<file path="config.mk">
export PLATFORM = sky130hd
export DESIGN_NAME = annexb_nal_start_code_splitter_unit_flat
export DESIGN_NICKNAME = d
export VERILOG_FILES = /design/src/sv/nalsplit_pkg.sv /design/src/sv/nalsplit_if.sv /design/src/sv/annexb_nal_start_code_splitter_unit.sv /design/src/sv/nalsplit_scan.sv /design/src/sv/nalsplit_queue.sv /design/src/sv/nalsplit_emit.sv /design/src/flat_wrapper.sv
export SDC_FILE = /design/constraint.sdc
export NUM_CORES = 1
export LEC_CHECK = 0
export BUFFER_PORTS_ARGS = -buffer_cell sky130_fd_sc_hd__buf_4
export CORE_UTILIZATION = 30
export CTS_CLUSTER_SIZE = 40
export DETAILED_ROUTE_END_ITERATION = 12
export PLACE_DENSITY_LB_ADDON = 0.25
export SLEW_MARGIN = 20
export SYNTH_ARGS = -nofsm -noshare
export SYNTH_HDL_FRONTEND = slang
export SYNTH_SLANG_ARGS = --single-unit
export TNS_END_PERCENT = 20
</file>
<file path="constraint.sdc">
create_clock -name clk -period 8.8 [get_ports clk]
set_input_delay 0.44 -clock clk [delete_from_list [all_inputs] [get_ports clk]]
set_output_delay 0.44 -clock clk [all_outputs]
set_load 0.05 [all_outputs]
</file>
<file path="src/sv/nalsplit_pkg.sv">
// Shared types and constants for the Annex B start code splitter.
// No dependencies; every other file refers to this package by scoped names.
package nalsplit_pkg;

  localparam int unsigned MAX_PACKET_BYTES = 1048576;

  localparam int POS_W   = 21;
  localparam int TOTAL_W = 22;
  localparam int INDEX_W = 20;
  localparam int BYTE_W  = 8;

  localparam logic [POS_W-1:0] POS_LIMIT = POS_W'(MAX_PACKET_BYTES);

  localparam logic [BYTE_W-1:0] SC_LAST_BYTE = 8'h01;
  localparam logic [BYTE_W-1:0] SC_ZERO_BYTE = 8'h00;
  localparam logic [2:0]        SC_LONG_LEN  = 3'd4;

  localparam int QUEUE_DEPTH = 4;
  localparam int QPTR_W      = $clog2(QUEUE_DEPTH);
  localparam int QCNT_W      = $clog2(QUEUE_DEPTH + 1);

  // one closed unit as found by the scanner
  typedef struct packed {
    logic [POS_W-1:0] in_offset;
    logic [POS_W-1:0] length;
    logic             final_unit;
  } unit_evt_t;

  // scanner -> queue write group; cnt is 0, 1 or 2, entries packed from e0
  typedef struct packed {
    logic [1:0] cnt;
    unit_evt_t  e0;
    unit_evt_t  e1;
  } queue_wr_t;

  // queue -> back end read group
  typedef struct packed {
    logic      not_empty;
    unit_evt_t head;
  } queue_rd_t;

endpackage

</file>
<file path="src/sv/nalsplit_if.sv">
// Valid/ready channel interfaces for the splitter's byte input and unit output.
// Depends on nalsplit_pkg for field widths.
interface nalsplit_in_if;
  logic                            valid;
  logic                            ready;
  logic [nalsplit_pkg::BYTE_W-1:0] data_byte;
  logic                            packet_end;

  modport source (output valid, data_byte, packet_end, input ready);
  modport sink   (input valid, data_byte, packet_end, output ready);
endinterface

interface nalsplit_out_if;
  logic                             valid;
  logic                             ready;
  logic [nalsplit_pkg::POS_W-1:0]   unit_in_offset;
  logic [nalsplit_pkg::TOTAL_W-1:0] unit_out_offset;
  logic [nalsplit_pkg::POS_W-1:0]   unit_length;
  logic [nalsplit_pkg::INDEX_W-1:0] unit_index;
  logic                             final_unit;

  modport source (output valid, unit_in_offset, unit_out_offset, unit_length, unit_index,
                  final_unit, input ready);
  modport sink   (input valid, unit_in_offset, unit_out_offset, unit_length, unit_index,
                  final_unit, output ready);
endinterface

</file>
<file path="src/sv/annexb_nal_start_code_splitter_unit.sv">
// Annex B NAL unit splitter, top level: scanner, unit queue and emit stage.
// Depends on nalsplit_pkg, nalsplit_if, nalsplit_scan, nalsplit_queue, nalsplit_emit.
//
// Takes one packet byte per cycle and reports one transaction per NAL unit it
// closes: input payload offset, payload length, offset in a stream where every
// start code is four bytes, and unit index. A byte is taken every cycle as long
// as the four-entry unit queue has two free slots (a byte can close two units
// when a start code ends the packet); the emit stage drains one unit per cycle,
// so a stall on the output only backs up into the input once the queue fills.
// out_valid for a unit rises once the emit stage pops it from the queue into its
// result register; when one byte closes two units, the second is popped after the first.
module annexb_nal_start_code_splitter_unit (
  input  logic                  clk,
  input  logic                  rst_n,
  nalsplit_in_if.sink           in_ch,
  nalsplit_out_if.source        out_ch
);

  nalsplit_pkg::queue_wr_t wr;
  nalsplit_pkg::queue_rd_t rd;
  logic                    space_ok;
  logic                    pop;

  nalsplit_scan u_scan (
    .clk        (clk),
    .rst_n      (rst_n),
    .in_valid   (in_ch.valid),
    .in_ready   (in_ch.ready),
    .data_byte  (in_ch.data_byte),
    .packet_end (in_ch.packet_end),
    .space_ok   (space_ok),
    .wr         (wr)
  );

  nalsplit_queue u_queue (
    .clk      (clk),
    .rst_n    (rst_n),
    .wr       (wr),
    .space_ok (space_ok),
    .pop      (pop),
    .rd       (rd)
  );

  nalsplit_emit u_emit (
    .clk             (clk),
    .rst_n           (rst_n),
    .rd              (rd),
    .pop             (pop),
    .out_valid       (out_ch.valid),
    .out_ready       (out_ch.ready),
    .unit_in_offset  (out_ch.unit_in_offset),
    .unit_out_offset (out_ch.unit_out_offset),
    .unit_length     (out_ch.unit_length),
    .unit_index      (out_ch.unit_index),
    .final_unit      (out_ch.final_unit)
  );

endmodule

</file>
<file path="src/sv/nalsplit_scan.sv">
// Front end: byte history, start code detection and unit boundary tracking.
// Depends on nalsplit_pkg; writes closed units into nalsplit_queue.
module nalsplit_scan (
  input  logic                             clk,
  input  logic                             rst_n,
  input  logic                             in_valid,
  output logic                             in_ready,
  input  logic [nalsplit_pkg::BYTE_W-1:0]  data_byte,
  input  logic                             packet_end,
  input  logic                             space_ok,
  output nalsplit_pkg::queue_wr_t          wr
);

  logic [3*nalsplit_pkg::BYTE_W-1:0] recent_r;
  logic [nalsplit_pkg::POS_W-1:0]    pos_r;
  logic [nalsplit_pkg::POS_W-1:0]    ous_r;
  logic                              open_r;

  logic                              acc;
  logic                              in_range;
  logic                              sc_hit;
  logic                              sc_long;
  logic [nalsplit_pkg::POS_W-1:0]    code_start;
  logic [nalsplit_pkg::POS_W-1:0]    len_a;
  logic [nalsplit_pkg::POS_W-1:0]    len_f;
  logic [nalsplit_pkg::POS_W-1:0]    ous_nxt;
  logic [nalsplit_pkg::POS_W-1:0]    pos_nxt;
  logic                              open_nxt;
  logic                              ev_a;
  logic                              ev_f;

  assign in_ready = space_ok;
  assign acc      = in_valid && space_ok;

  always_comb begin
    in_range = pos_r < nalsplit_pkg::POS_LIMIT;
    sc_hit   = in_range && (data_byte == nalsplit_pkg::SC_LAST_BYTE) &&
               (pos_r >= nalsplit_pkg::POS_W'(2)) &&
               (recent_r[2*nalsplit_pkg::BYTE_W-1:0] == '0);
    sc_long  = (pos_r >= nalsplit_pkg::POS_W'(3)) &&
               (recent_r[3*nalsplit_pkg::BYTE_W-1:2*nalsplit_pkg::BYTE_W] ==
                nalsplit_pkg::SC_ZERO_BYTE);
    // first byte of the start code: position + 1 - code length
    code_start = sc_long ? pos_r - nalsplit_pkg::POS_W'(3) : pos_r - nalsplit_pkg::POS_W'(2);
    len_a      = (code_start >= ous_r) ? code_start - ous_r : '0;

    ous_nxt  = sc_hit ? pos_r + nalsplit_pkg::POS_W'(1) : ous_r;
    open_nxt = open_r || sc_hit;
    pos_nxt  = in_range ? pos_r + nalsplit_pkg::POS_W'(1) : pos_r;
    len_f    = (pos_nxt >= ous_nxt) ? pos_nxt - ous_nxt : '0;

    ev_a = sc_hit && open_r;
    ev_f = packet_end && open_nxt;

    wr.cnt = acc ? ({1'b0, ev_a} + {1'b0, ev_f}) : 2'd0;
    wr.e1  = '{in_offset: ous_nxt, length: len_f, final_unit: 1'b1};
    if (ev_a) begin
      wr.e0 = '{in_offset: ous_r, length: len_a, final_unit: 1'b0};
    end else begin
      wr.e0 = wr.e1;
    end
  end

  always_ff @(posedge clk) begin
    if (!rst_n) begin
      recent_r <= '0;
      pos_r    <= '0;
      ous_r    <= '0;
      open_r   <= 1'b0;
    end else if (acc) begin
      if (packet_end) begin
        recent_r <= '0;
        pos_r    <= '0;
        ous_r    <= '0;
        open_r   <= 1'b0;
      end else begin
        if (in_range) begin
          recent_r <= {recent_r[2*nalsplit_pkg::BYTE_W-1:0], data_byte};
        end
        pos_r  <= pos_nxt;
        ous_r  <= ous_nxt;
        open_r <= open_nxt;
      end
    end
  end

endmodule

</file>
<file path="src/sv/nalsplit_queue.sv">
// Four-entry queue between scanner and back end; takes up to two units a cycle.
// Depends on nalsplit_pkg.
module nalsplit_queue (
  input  logic                    clk,
  input  logic                    rst_n,
  input  nalsplit_pkg::queue_wr_t wr,
  output logic                    space_ok,
  input  logic                    pop,
  output nalsplit_pkg::queue_rd_t rd
);

  nalsplit_pkg::unit_evt_t              mem [nalsplit_pkg::QUEUE_DEPTH];
  logic [nalsplit_pkg::QPTR_W-1:0]      wptr_r;
  logic [nalsplit_pkg::QPTR_W-1:0]      rptr_r;
  logic [nalsplit_pkg::QCNT_W-1:0]      count_r;
  logic [nalsplit_pkg::QPTR_W-1:0]      wptr_inc;

  assign space_ok     = count_r <= nalsplit_pkg::QCNT_W'(nalsplit_pkg::QUEUE_DEPTH - 2);
  assign rd.not_empty = count_r != '0;
  assign rd.head      = mem[rptr_r];
  assign wptr_inc     = wptr_r + nalsplit_pkg::QPTR_W'(1);

  always_ff @(posedge clk) begin
    if (wr.cnt != 2'd0) begin
      mem[wptr_r] <= wr.e0;
    end
    if (wr.cnt == 2'd2) begin
      mem[wptr_inc] <= wr.e1;
    end
  end

  always_ff @(posedge clk) begin
    if (!rst_n) begin
      wptr_r  <= '0;
      rptr_r  <= '0;
      count_r <= '0;
    end else begin
      wptr_r  <= wptr_r + nalsplit_pkg::QPTR_W'(wr.cnt);
      rptr_r  <= rptr_r + nalsplit_pkg::QPTR_W'(pop);
      count_r <= count_r + nalsplit_pkg::QCNT_W'(wr.cnt) - nalsplit_pkg::QCNT_W'(pop);
    end
  end

endmodule

</file>
<file path="src/sv/nalsplit_emit.sv">
// Back end: assigns output offset and index to each unit, holds the result register.
// Depends on nalsplit_pkg; reads from nalsplit_queue.
module nalsplit_emit (
  input  logic                             clk,
  input  logic                             rst_n,
  input  nalsplit_pkg::queue_rd_t          rd,
  output logic                             pop,
  output logic                             out_valid,
  input  logic                             out_ready,
  output logic [nalsplit_pkg::POS_W-1:0]   unit_in_offset,
  output logic [nalsplit_pkg::TOTAL_W-1:0] unit_out_offset,
  output logic [nalsplit_pkg::POS_W-1:0]   unit_length,
  output logic [nalsplit_pkg::INDEX_W-1:0] unit_index,
  output logic                             final_unit
);

  logic [nalsplit_pkg::TOTAL_W-1:0] total_r;
  logic [nalsplit_pkg::INDEX_W-1:0] count_r;
  logic                             valid_r;
  logic [nalsplit_pkg::POS_W-1:0]   in_off_r;
  logic [nalsplit_pkg::TOTAL_W-1:0] out_off_r;
  logic [nalsplit_pkg::POS_W-1:0]   len_r;
  logic [nalsplit_pkg::INDEX_W-1:0] idx_r;
  logic                             fin_r;
  logic [nalsplit_pkg::TOTAL_W-1:0] out_off_nxt;
  logic [nalsplit_pkg::TOTAL_W-1:0] total_nxt;

  assign pop             = rd.not_empty && (!valid_r || out_ready);
  assign out_valid       = valid_r;
  assign unit_in_offset  = in_off_r;
  assign unit_out_offset = out_off_r;
  assign unit_length     = len_r;
  assign unit_index      = idx_r;
  assign final_unit      = fin_r;

  always_comb begin
    out_off_nxt = total_r + nalsplit_pkg::TOTAL_W'(nalsplit_pkg::SC_LONG_LEN);
    total_nxt   = out_off_nxt + nalsplit_pkg::TOTAL_W'(rd.head.length);
  end

  always_ff @(posedge clk) begin
    if (!rst_n) begin
      valid_r <= 1'b0;
      total_r <= '0;
      count_r <= '0;
    end else begin
      if (pop) begin
        valid_r <= 1'b1;
        if (rd.head.final_unit) begin
          total_r <= '0;
          count_r <= '0;
        end else begin
          total_r <= total_nxt;
          count_r <= count_r + nalsplit_pkg::INDEX_W'(1);
        end
      end else if (out_ready) begin
        valid_r <= 1'b0;
      end
    end
  end

  always_ff @(posedge clk) begin
    if (pop) begin
      in_off_r  <= rd.head.in_offset;
      out_off_r <= out_off_nxt;
      len_r     <= rd.head.length;
      idx_r     <= count_r;
      fin_r     <= rd.head.final_unit;
    end
  end

endmodule

</file>
<file path="src/flat_wrapper.sv">
// flat-port wrapper written by rule: the top's interface ports become plain ports
module annexb_nal_start_code_splitter_unit_flat 
  (clk, rst_n, in_ch_valid, in_ch_data_byte, in_ch_packet_end, in_ch_ready, out_ch_valid, out_ch_unit_in_offset, out_ch_unit_out_offset, out_ch_unit_length, out_ch_unit_index, out_ch_final_unit, out_ch_ready);
  nalsplit_in_if in_ch_i ();
  nalsplit_out_if out_ch_i ();
  input  logic clk;
  input  logic rst_n;
  input wire logic [$bits(in_ch_i.valid)-1:0] in_ch_valid;
  input wire logic [$bits(in_ch_i.data_byte)-1:0] in_ch_data_byte;
  input wire logic [$bits(in_ch_i.packet_end)-1:0] in_ch_packet_end;
  output wire logic [$bits(in_ch_i.ready)-1:0] in_ch_ready;
  output wire logic [$bits(out_ch_i.valid)-1:0] out_ch_valid;
  output wire logic [$bits(out_ch_i.unit_in_offset)-1:0] out_ch_unit_in_offset;
  output wire logic [$bits(out_ch_i.unit_out_offset)-1:0] out_ch_unit_out_offset;
  output wire logic [$bits(out_ch_i.unit_length)-1:0] out_ch_unit_length;
  output wire logic [$bits(out_ch_i.unit_index)-1:0] out_ch_unit_index;
  output wire logic [$bits(out_ch_i.final_unit)-1:0] out_ch_final_unit;
  input wire logic [$bits(out_ch_i.ready)-1:0] out_ch_ready;
  assign in_ch_i.valid = in_ch_valid;
  assign in_ch_i.data_byte = in_ch_data_byte;
  assign in_ch_i.packet_end = in_ch_packet_end;
  assign in_ch_ready = in_ch_i.ready;
  assign out_ch_valid = out_ch_i.valid;
  assign out_ch_unit_in_offset = out_ch_i.unit_in_offset;
  assign out_ch_unit_out_offset = out_ch_i.unit_out_offset;
  assign out_ch_unit_length = out_ch_i.unit_length;
  assign out_ch_unit_index = out_ch_i.unit_index;
  assign out_ch_final_unit = out_ch_i.final_unit;
  assign out_ch_i.ready = out_ch_ready;
  annexb_nal_start_code_splitter_unit u_core (.clk(clk), .rst_n(rst_n), .in_ch(in_ch_i), .out_ch(out_ch_i));
endmodule
</file>
* Word level (Yosys, flattened, before mapping)
Memories as Yosys holds them, arrays and structs flattened. A register that Yosys moved wholly into a read port is not among the register bits. Index checks and enable logic that the tools add are counted.
Operators by class: $add $sub $neg 14, magnitude comparators 6, eq/ne operators 2, multiplexer cells 21, reduce and logical (&&, ||, !) cells 18
Operators by type and width (count):
- 21-bit two-way mux | 7
- 24-bit two-way mux | 2
- 43-bit two-way mux | 1
- 21-bit by 2-bit greater-or-equal comparator with 1-bit output, second input constant | 2
- 21-bit greater-or-equal comparator | 2
- 21-bit by 2-bit subtractor with 21-bit output, second input constant | 2
- 21-bit subtractor | 2
- 22-bit by 21-bit adder with 22-bit output | 1
- 22-bit by 3-bit adder with 22-bit output, second input constant | 1
- 22-bit two-way mux | 1
- 21-bit by 1-bit adder with 21-bit output, second input constant | 1
- 21-bit < comparator, second input constant | 1
- 20-bit by 1-bit adder with 20-bit output, second input constant | 1
- 20-bit two-way mux | 1
- 16-bit zero test | 1
- 8-bit by 1-bit equality test with 1-bit output, second input constant | 1
- 1-bit logical AND | 8
- 8-bit zero test | 1
- 1-bit two-way mux | 7
- 2-bit nonzero test | 3
- 2-bit two-way mux | 2
- 3-bit by 2-bit adder with 3-bit output | 1
- 3-bit by 2-bit less-or-equal comparator with 1-bit output, second input constant | 1
- 3-bit nonzero test | 1
- 9 further kinds | 10
Word-level totals: flip-flop bits (word level) 202, bits in writable memories 172, input port bits 13, output and inout port bits 87, logic and storage cells 77, memories kept 1
Memories:
- u_core.u_queue.mem | words 4, width 43, rd ports 1, clocked after Yosys merged registers in 1, write ports 2, RTL line nalsplit_queue.sv:12 | nalsplit_pkg::unit_evt_t mem [nalsplit_pkg::QUEUE_DEPTH];

* Longest topological paths before layout
Gate-level depths: netlist of run 1.
word-level depth 11, gate-level depth with buffers 24, mapped depth without buffers 21

* Hierarchy
From an unflattened synthesis of run 1, not the netlist that was laid out.
Unflattened totals: cell total of the unflattened synthesis 1815, area total of the unflattened synthesis 21038.9 µm²
By module, submodules not included:
- nalsplit_queue | times used 1, cells an instance 458, area an instance 8773.4 µm², seq. area each 5305.1 µm²
- nalsplit_scan | times used 1, cells an instance 911, area an instance 6740.2 µm², seq. area each 1341.3 µm²
- nalsplit_emit | times used 1, cells an instance 446, area an instance 5525.3 µm², seq. area each 3413.3 µm²

* Least setup slack after synthesis of run 1
OpenSTA, ideal clock, no wires.
path kind reg-to-reg, start point reg u_core.u_scan.pos_r[9] (netlist bit), end point mem u_core.u_queue.mem[1][20] (netlist bit) (data pin), setup time 153 ps, data arrival time 6768 ps, data required time 8647 ps, slack 1880 ps, stages on the path, launching flop included 17, path buffers 4, period minus slack after synthesis 6920 ps, cells stage by stage dfxtp_1 -> buf_4 -> or4_1 -> clkbuf_1 -> nor4_1 -> a311o_1 -> or2_2 -> clkbuf_1 -> inv_1 -> ha_1 -> clkbuf_1 -> mux2i_1 -> nor3_1 -> nand2_1 -> nor2_1 -> nand2_1 -> o21ai_0
RTL lines:
- start, declared | RTL line nalsplit_scan.sv:15 | logic [nalsplit_pkg::POS_W-1:0] pos_r;
- start signal, assigned | RTL line nalsplit_scan.sv:80 | pos_r <= pos_nxt;
- end, declared | RTL line nalsplit_queue.sv:12

==> impl_metrics.json, run 1 <==
{
  "routed_wl_um": 59800,
  "area_growth_pct": 15.6,
  "layout-drive-gt1-share_pct": 13.8,
  "worstPathArrival_ns": 6.90,
  "diodes": 0,
  "grt_pass1_vias": 14600,
  "synthFlopType": "edfxtp_1",
  "antenna_found_initial": 0,
  "yosys_register_bits": 374,
  "ir_worst_vdd_uv": 146,
  "synth_top_cell_area_share_pct": 38.1,
  "drtIter0Drc": 1164,
  "finalCritPeriodShare_pct": 75.1,
  "reg2reg_depth": 19,
  "final_nets": 2049,
  "cts_tree": "yes",
  "leakage_nw": 8.47,
  "slowest_delay_ns": 0.69,
  "io_pins": 100,
  "yosysWarnings": 0,
  "p_sw_share_pct": 35.7,
  "power.share.sequential_pct": 39.0,
  "timing.final.crit_period_ns": 6.61,
  "viasPerCell": 5.28,
  "rrSetupSlack_ns": 2.19,
  "fin_skew_ns": 0.0518,
  "ctsResizeCount": 0,
  "cts-root-buf": "clkbuf_16",
  "postCtsHoldBufs": 0,
  "clock_sinks": 374,
  "status": "complete, no violations",
  "crit_fanout": 13,
  "p_switching_mw": 2.07,
  "use_met3_pct": 2.26,
  "cp.required_ns": 9.10,
  "htreeDepth": 2,
  "synthArstFlopShare_pct": 0,
  "grt_pass1_wl_um": 90400,
  "cp-startpoint": "u_core.u_scan.pos_r[8]$_SDFFE_PN0P_",
  "top_usage_layer": "met2",
  "max-slew-margin-rel_pct": 30.0,
  "finalSetupTns_ns": 0,
  "postSynthCellCount": 1890,
  "cp_cell_sequence": "or4_1 -> nor4_1 -> o2111ai_1 -> and3_1 -> nand2_1 -> o211ai_1 -> nor3_1 -> nand2b_1 -> xnor2_1 -> ha_1 -> a211o_1 -> or3_1 -> a211o_1 -> nand4_1 -> a21boi_0 -> o21ai_0 -> and2_1 -> or3_1 -> o22ai_1",
  "io_buffer_count": 99,
  "p_per_area_nw_per_um2": 251,
  "setup_viol": 0,
  "crit_type": "reg2reg",
  "timing.critical_path.buf_inv": 0,
  "grtUsageTotal_pct": 17.5,
  "hp-class": "in2reg",
  "synth_edf_count": 253,
  "yosysMostFrequentCell": "edfxtp_1",
  "ys_top_cells_by_area": "edfxtp_1, dfxtp_1, ha_1",
  "via_count": 15100,
  "clockPowerShare_pct": 32.6,
  "power.total_mw": 5.79,
  "crit_end": "u_core.u_queue.mem[0][8]$_DFFE_PP_",
  "seq_area_frac_synth_pct": 50.3,
  "crit_family": "simple AND/OR/NAND/NOR gates",
  "core_sq_um": 65700,
  "worst_slack_ns": 2.19,
  "initial_core_util_pct": 30.3,
  "die_h_um": 260,
  "syn_nets": 1983,
  "slew_violations": 0,
  "max_freq_mhz": 151,
  "dieArea_sq_um": 67500,
  "overflow": 0,
  "drc": 0,
  "die_w_um": 260,
  "cp-end-kind": "flip-flop",
  "first_pass_iters": 5,
  "synth.avg_cell_area_sq_um": 10.5,
  "p_int_mw": 3.73,
  "rows": 94,
  "hpwl_um": 41800,
  "start_kind": "flip-flop",
  "cts_setup_buffers": 0,
  "worst_pin_slew_ns": 1.05,
  "clkTransAtPathRegs_ns": 0.06,
  "maxCapViolations": 0,
  "r2r-end": "u_core.u_queue.mem[0][8]$_DFFE_PP_",
  "grt_use_met2_pct": 29.0,
  "r2r_start": "u_core.u_scan.pos_r[8]$_SDFFE_PN0P_",
  "yosysTopAreaCell": "edfxtp_1",
  "hold_violations": 0,
  "gp_congestion": 0.892,
  "place_ws_ns": 2.30,
  "grt_max_degree": 73,
  "synth.distinct_cells": 76,
  "hold_slack_ns": 0.120,
  "cts_buffers": 44,
  "gr-usage-met1_pct": 23.3,
  "clk_latency_ns": 0.61,
  "clockBufferDepth": 3,
  "grt_setup_unrepaired": "no",
  "synth.cell_area_sq_um": 19900,
  "cp.depth": 19,
  "route.detailed.wl_per_inst_um": 20.9,
  "ys_top_cells_by_count": "edfxtp_1, nand2_1, o21ai_0",
  "p_comb_share_pct": 28.4,
  "antenna_left": 0,
  "critPathSlowestCell": "nor3_1"
}
## worst min path at each step
stage                                                 from                                      to  slack [ns]  depth (start not counted)
floorplan           u_core.u_emit.count_r[19]$_SDFFE_PN0P_  u_core.u_emit.unit_index[19]$_DFFE_PP_        0.43                          0
global placement    u_core.u_emit.count_r[19]$_SDFFE_PN0P_  u_core.u_emit.unit_index[19]$_DFFE_PP_        0.44                          0
detailed placement  u_core.u_emit.count_r[19]$_SDFFE_PN0P_  u_core.u_emit.unit_index[19]$_DFFE_PP_        0.45                          0
CTS                                     in_ch_data_byte[0]  u_core.u_scan.recent_r[0]$_SDFFE_PN0P_        0.09                          3
global route                            in_ch_data_byte[1]  u_core.u_scan.recent_r[1]$_SDFFE_PN0P_        0.12                          3
finish                                  in_ch_data_byte[0]  u_core.u_scan.recent_r[0]$_SDFFE_PN0P_        0.12                          3
## through the flow
step           instances  util (%)  instance area, sq um
2_1_floorplan       1890         -                 19900
3_3_place_gp        2774      32.8                 21600
3_5_place_dp        2774      32.8                 21600
4_1_cts             2856      35.0                 23000
5_1_grt             2856      35.0                 23000
6_report            2856      35.0                 23000
## cell usage in the layout (no fill, tap or decap), types with 8 or more instances in the layout
| master | n |
|---|---|
| mux2i_1 | 9 |
| xor2_1 | 71 |
| nand3_1 | 48 |
| ha_1 | 76 |
| o21ai_1 | 23 |
| o22ai_1 | 93 |
| inv_1 | 59 |
| and2_1 | 34 |
| dfxtp_1 | 119 |
| mux4_2 | 42 |
| buf_4 | 124 |
| or3_1 | 15 |
| or2_2 | 10 |
| nand2b_1 | 15 |
| nor2b_1 | 67 |
| o21a_1 | 9 |
| a22oi_1 | 53 |
| nor4_1 | 12 |
| nor2_1 | 119 |
| a21o_1 | 27 |
| a21oi_1 | 82 |
| o21bai_1 | 8 |
| and3_1 | 16 |
| o21ai_0 | 127 |
| nor3_1 | 31 |
| clkbuf_1 | 10 |
| nand4_1 | 15 |
| xnor2_1 | 76 |
| edfxtp_1 | 253 |
| nand2_1 | 179 |
| clkbuf_16 | 46 |
| a21boi_0 | 12 |
## area by class of cell
type                    count  area, sq um
clock inverters            23          256
inverters                  62          235
clock buffers              59         1230
repair buffers            124          931
flip-flops and latches    374        10000
multi-input cells        1350         9290
fillers                  6548        42700
well taps                 864         1080
## worst min-delay path: cells and delay by family
kind | cells | cell delay (ns)
buf+inv | 1 | 0.08
compound gates | 1 | 0.07
simple gates | 1 | 0.10
## flip-flops by register name, summed over array words and instances (netlist names), 21 cells and up
register,cells
u_core.u_scan.ous_r,21
u_core.u_emit.unit_in_offset,21
u_core.u_emit.unit_length,21
u_core.u_emit.total_r,22
u_core.u_queue.mem,172
u_core.u_scan.pos_r,21
u_core.u_emit.unit_out_offset,22
u_core.u_scan.recent_r,24
## routing by layer
metal	part of all wire (%)	routed length [um]
met1	44	26600
met2	48	28400
met3	5.1	3040
met4	2.9	1750
met5	0	0
## cells by family after synthesis
logic type	Yosys count	synth area share, %
simple gates	592	14.5
compound gates	477	14.8
flops	374	50.3
buf+inv	166	3.41
xor+xnor	147	6.46
fa+ha+maj	80	5.17
mux	54	5.37
## power groups by stage
stage                     registers, mW  clock network (mW)  logic, mW
final                              2.26                1.89       1.65
after global routing               2.29                2.00       1.73
after CTS                          2.27                1.93       1.67
after detailed placement           2.31                   0       1.67
after global placement             2.30                   0       1.66
after floorplan                    2.93                   0      0.529
Power figures use the tool's default switching activity.
==> inputs of run 2 (changes only) <==
==> constraint.sdc (replaced) <==
create_clock -name clk -period 6.5 [get_ports clk]
set_input_delay 0.325 -clock clk [delete_from_list [all_inputs] [get_ports clk]]
set_output_delay 0.325 -clock clk [all_outputs]
set_load 0.05 [all_outputs]
==> run 2 against run 1 <==
  * Core utilization is 0.33 points higher
  * Maximum frequency is 12% higher
  * Register-to-register slack worse by 1.6 ns
  * Non-clock buffer count is 31 higher
  * Worst hold slack worse by 0.073 ns
  * Die area stayed put
  * Worst setup slack worse by 1.6 ns
  * Sequential cell count stayed put
  * Wire length is 0.63% higher
  * Clock-buffer cell count is 4 higher
  * Total power is 31% higher
  * Largest cell class unchanged
  * Largest power group unchanged
==> impl_metrics.json, run 2 (synthesis results as in run 1) <==
{
  "clk_latency_ns": 0.59,
  "start_kind": "flip-flop",
  "place_ws_ns": 0.668,
  "power.total_mw": 7.59,
  "htreeDepth": 2,
  "die_h_um": 260,
  "power.share.sequential_pct": 39.8,
  "grt_setup_unrepaired": "no",
  "p_comb_share_pct": 27.7,
  "status": "complete, no violations",
  "clockBufferDepth": 3,
  "dieArea_sq_um": 67500,
  "r2r-end": "u_core.u_queue.mem[1][20]$_DFFE_PP_",
  "rows": 94,
  "maxCapViolations": 0,
  "route.detailed.wl_per_inst_um": 20.8,
  "p_switching_mw": 2.68,
  "layout-drive-gt1-share_pct": 14.8,
  "final_common_cell": "edfxtp_1",
  "initial_core_util_pct": 30.3,
  "io_pins": 100,
  "critPathSlowestCell": "or4_1",
  "crit_end": "u_core.u_queue.mem[1][20]$_DFFE_PP_",
  "core_sq_um": 65700,
  "first_pass_iters": 5,
  "top_usage_layer": "met2",
  "clockPowerShare_pct": 32.5,
  "hold_violations": 0,
  "largest_reg_flops": 172,
  "cts_tree": "yes",
  "hp-class": "in2reg",
  "gr-usage-met1_pct": 23.6,
  "p_per_area_nw_per_um2": 326,
  "routed_wl_um": 60200,
  "clock_sinks": 374,
  "cp-startpoint": "u_core.u_scan.pos_r[9]$_SDFFE_PN0P_",
  "use_met3_pct": 2.55,
  "p_sw_share_pct": 35.3,
  "leakage_nw": 8.68,
  "cp.required_ns": 6.91,
  "max-slew-margin-rel_pct": 29.3,
  "clkTransAtPathRegs_ns": 0.06,
  "slew_violations": 0,
  "gp_congestion": 0.914,
  "setup_viol": 0,
  "cp-end-kind": "flip-flop",
  "final_nets": 2080,
  "area_growth_pct": 16.7,
  "worst_pin_slew_ns": 1.05,
  "worstPathArrival_ns": 6.32,
  "cp_cell_sequence": "or4_1 -> nor4_1 -> o2111ai_1 -> and3_1 -> mux2i_1 -> or3_1 -> nor4_1 -> xor2_1 -> ha_1 -> o21ai_0 -> nand2b_1 -> a21oi_1 -> nor2_1 -> nand4_1 -> a21boi_0 -> nor2_1 -> a21boi_0 -> nand2_1 -> o21ai_0",
  "r2r_start": "u_core.u_scan.pos_r[9]$_SDFFE_PN0P_",
  "utilization_pct": 35.4,
  "grt_max_degree": 69,
  "max_freq_mhz": 169,
  "ir_worst_vdd_uv": 211,
  "viasPerCell": 5.23,
  "drtIter0Drc": 1289,
  "cts_buffers": 44,
  "ctsResizeCount": 0,
  "die_w_um": 260,
  "mostFrequentLayoutCells": "edfxtp_1, nand2_1, buf_4",
  "grt_pass1_vias": 14700,
  "hpwl_um": 43200,
  "reg2reg_depth": 19,
  "antenna_found_initial": 0,
  "top_register": "u_core.u_queue.mem",
  "crit_type": "reg2reg",
  "top_regs": "u_core.u_queue.mem x172, u_core.u_scan.recent_r x24",
  "rrSetupSlack_ns": 0.60,
  "grtUsageTotal_pct": 17.7,
  "grt_use_met2_pct": 29.6,
  "io_buffer_count": 99,
  "grt_pass1_wl_um": 91300,
  "via_count": 15100,
  "fin_area_sq_um": 23300,
  "antenna_left": 0,
  "cts-root-buf": "clkbuf_16",
  "overflow": 0,
  "slowest_delay_ns": 0.66,
  "finalCritPeriodShare_pct": 90.8,
  "fin_skew_ns": 0.0349,
  "drc": 0,
  "p_int_mw": 4.91,
  "worst_slack_ns": 0.596,
  "crit_fanout": 13,
  "finalSetupTns_ns": 0,
  "placed_area_sq_um": 21800,
  "timing.final.crit_period_ns": 5.90
}
[run 2: metal layers]
| layer | part of all wire (%) | routed length (um) |
|---|---|---|
| met1 | 45 | 26800 |
| met2 | 48 | 28700 |
| met3 | 5.3 | 3190 |
| met4 | 2.4 | 1430 |
| met5 | 0 | 0 |
[run 2: through the flow]
step           std cells  hold WS [ns]
6_report            2888        0.0478
3_3_place_gp        2803         0.448
2_1_floorplan       1890         0.428
3_5_place_dp        2803         0.449
4_1_cts             2886        0.0186
5_1_grt             2887        0.0474
[run 2: power groups by stage]
stage          Sequential [mW]  Combinational (mW)  Clock [mW]
2_1_floorplan             3.87               0.673           0
3_3_place_gp              3.08                2.11           0
3_5_place_dp              3.08                2.13           0
4_1_cts                   3.03                2.13        2.53
5_1_grt                   3.06                2.22        2.61
6_report                  3.02                2.10        2.47
[run 2: how the worst min path moves through the flow]
stage                                        endpoint                                    from  cells after the start  slack [ns]
2_1_floorplan  u_core.u_emit.unit_index[19]$_DFFE_PP_  u_core.u_emit.count_r[19]$_SDFFE_PN0P_                      0        0.43
4_1_cts        u_core.u_scan.recent_r[4]$_SDFFE_PN0P_                      in_ch_data_byte[4]                      3        0.02
3_5_place_dp   u_core.u_emit.unit_index[19]$_DFFE_PP_  u_core.u_emit.count_r[19]$_SDFFE_PN0P_                      0        0.45
6_report       u_core.u_scan.recent_r[4]$_SDFFE_PN0P_                      in_ch_data_byte[4]                      3        0.05
3_3_place_gp   u_core.u_emit.unit_index[19]$_DFFE_PP_  u_core.u_emit.count_r[19]$_SDFFE_PN0P_                      0        0.45
5_1_grt        u_core.u_scan.recent_r[4]$_SDFFE_PN0P_                      in_ch_data_byte[4]                      3        0.05
[run 2: cell type report]
type | count | area, sq um
antenna | 1 | 2.50
clock buffer | 63 | 1230
clock inverter | 19 | 211
fill | 6528 | 42500
inverter | 62 | 235
multi-input combinational | 1350 | 9270
sequential | 374 | 10000
tap | 864 | 1080
timing repair buffer | 155 | 1200
[run 2: critical path, delay by kind of cell (launching register included)]
family,cells,cell delay (ns)
compound gates,6,1.42
xor+xnor,1,0.16
fa+ha+maj,1,0.42
flops,1,0.42
mux,1,0.22
simple gates,10,3.11
[run 2: what timing repair did]
action | CTS | global route
hold buffers | 1 | 0
setup endpoints to repair | 0 | 0
endpoints found under the hold margin | 1 | 0
setup buffers | 0 | 0
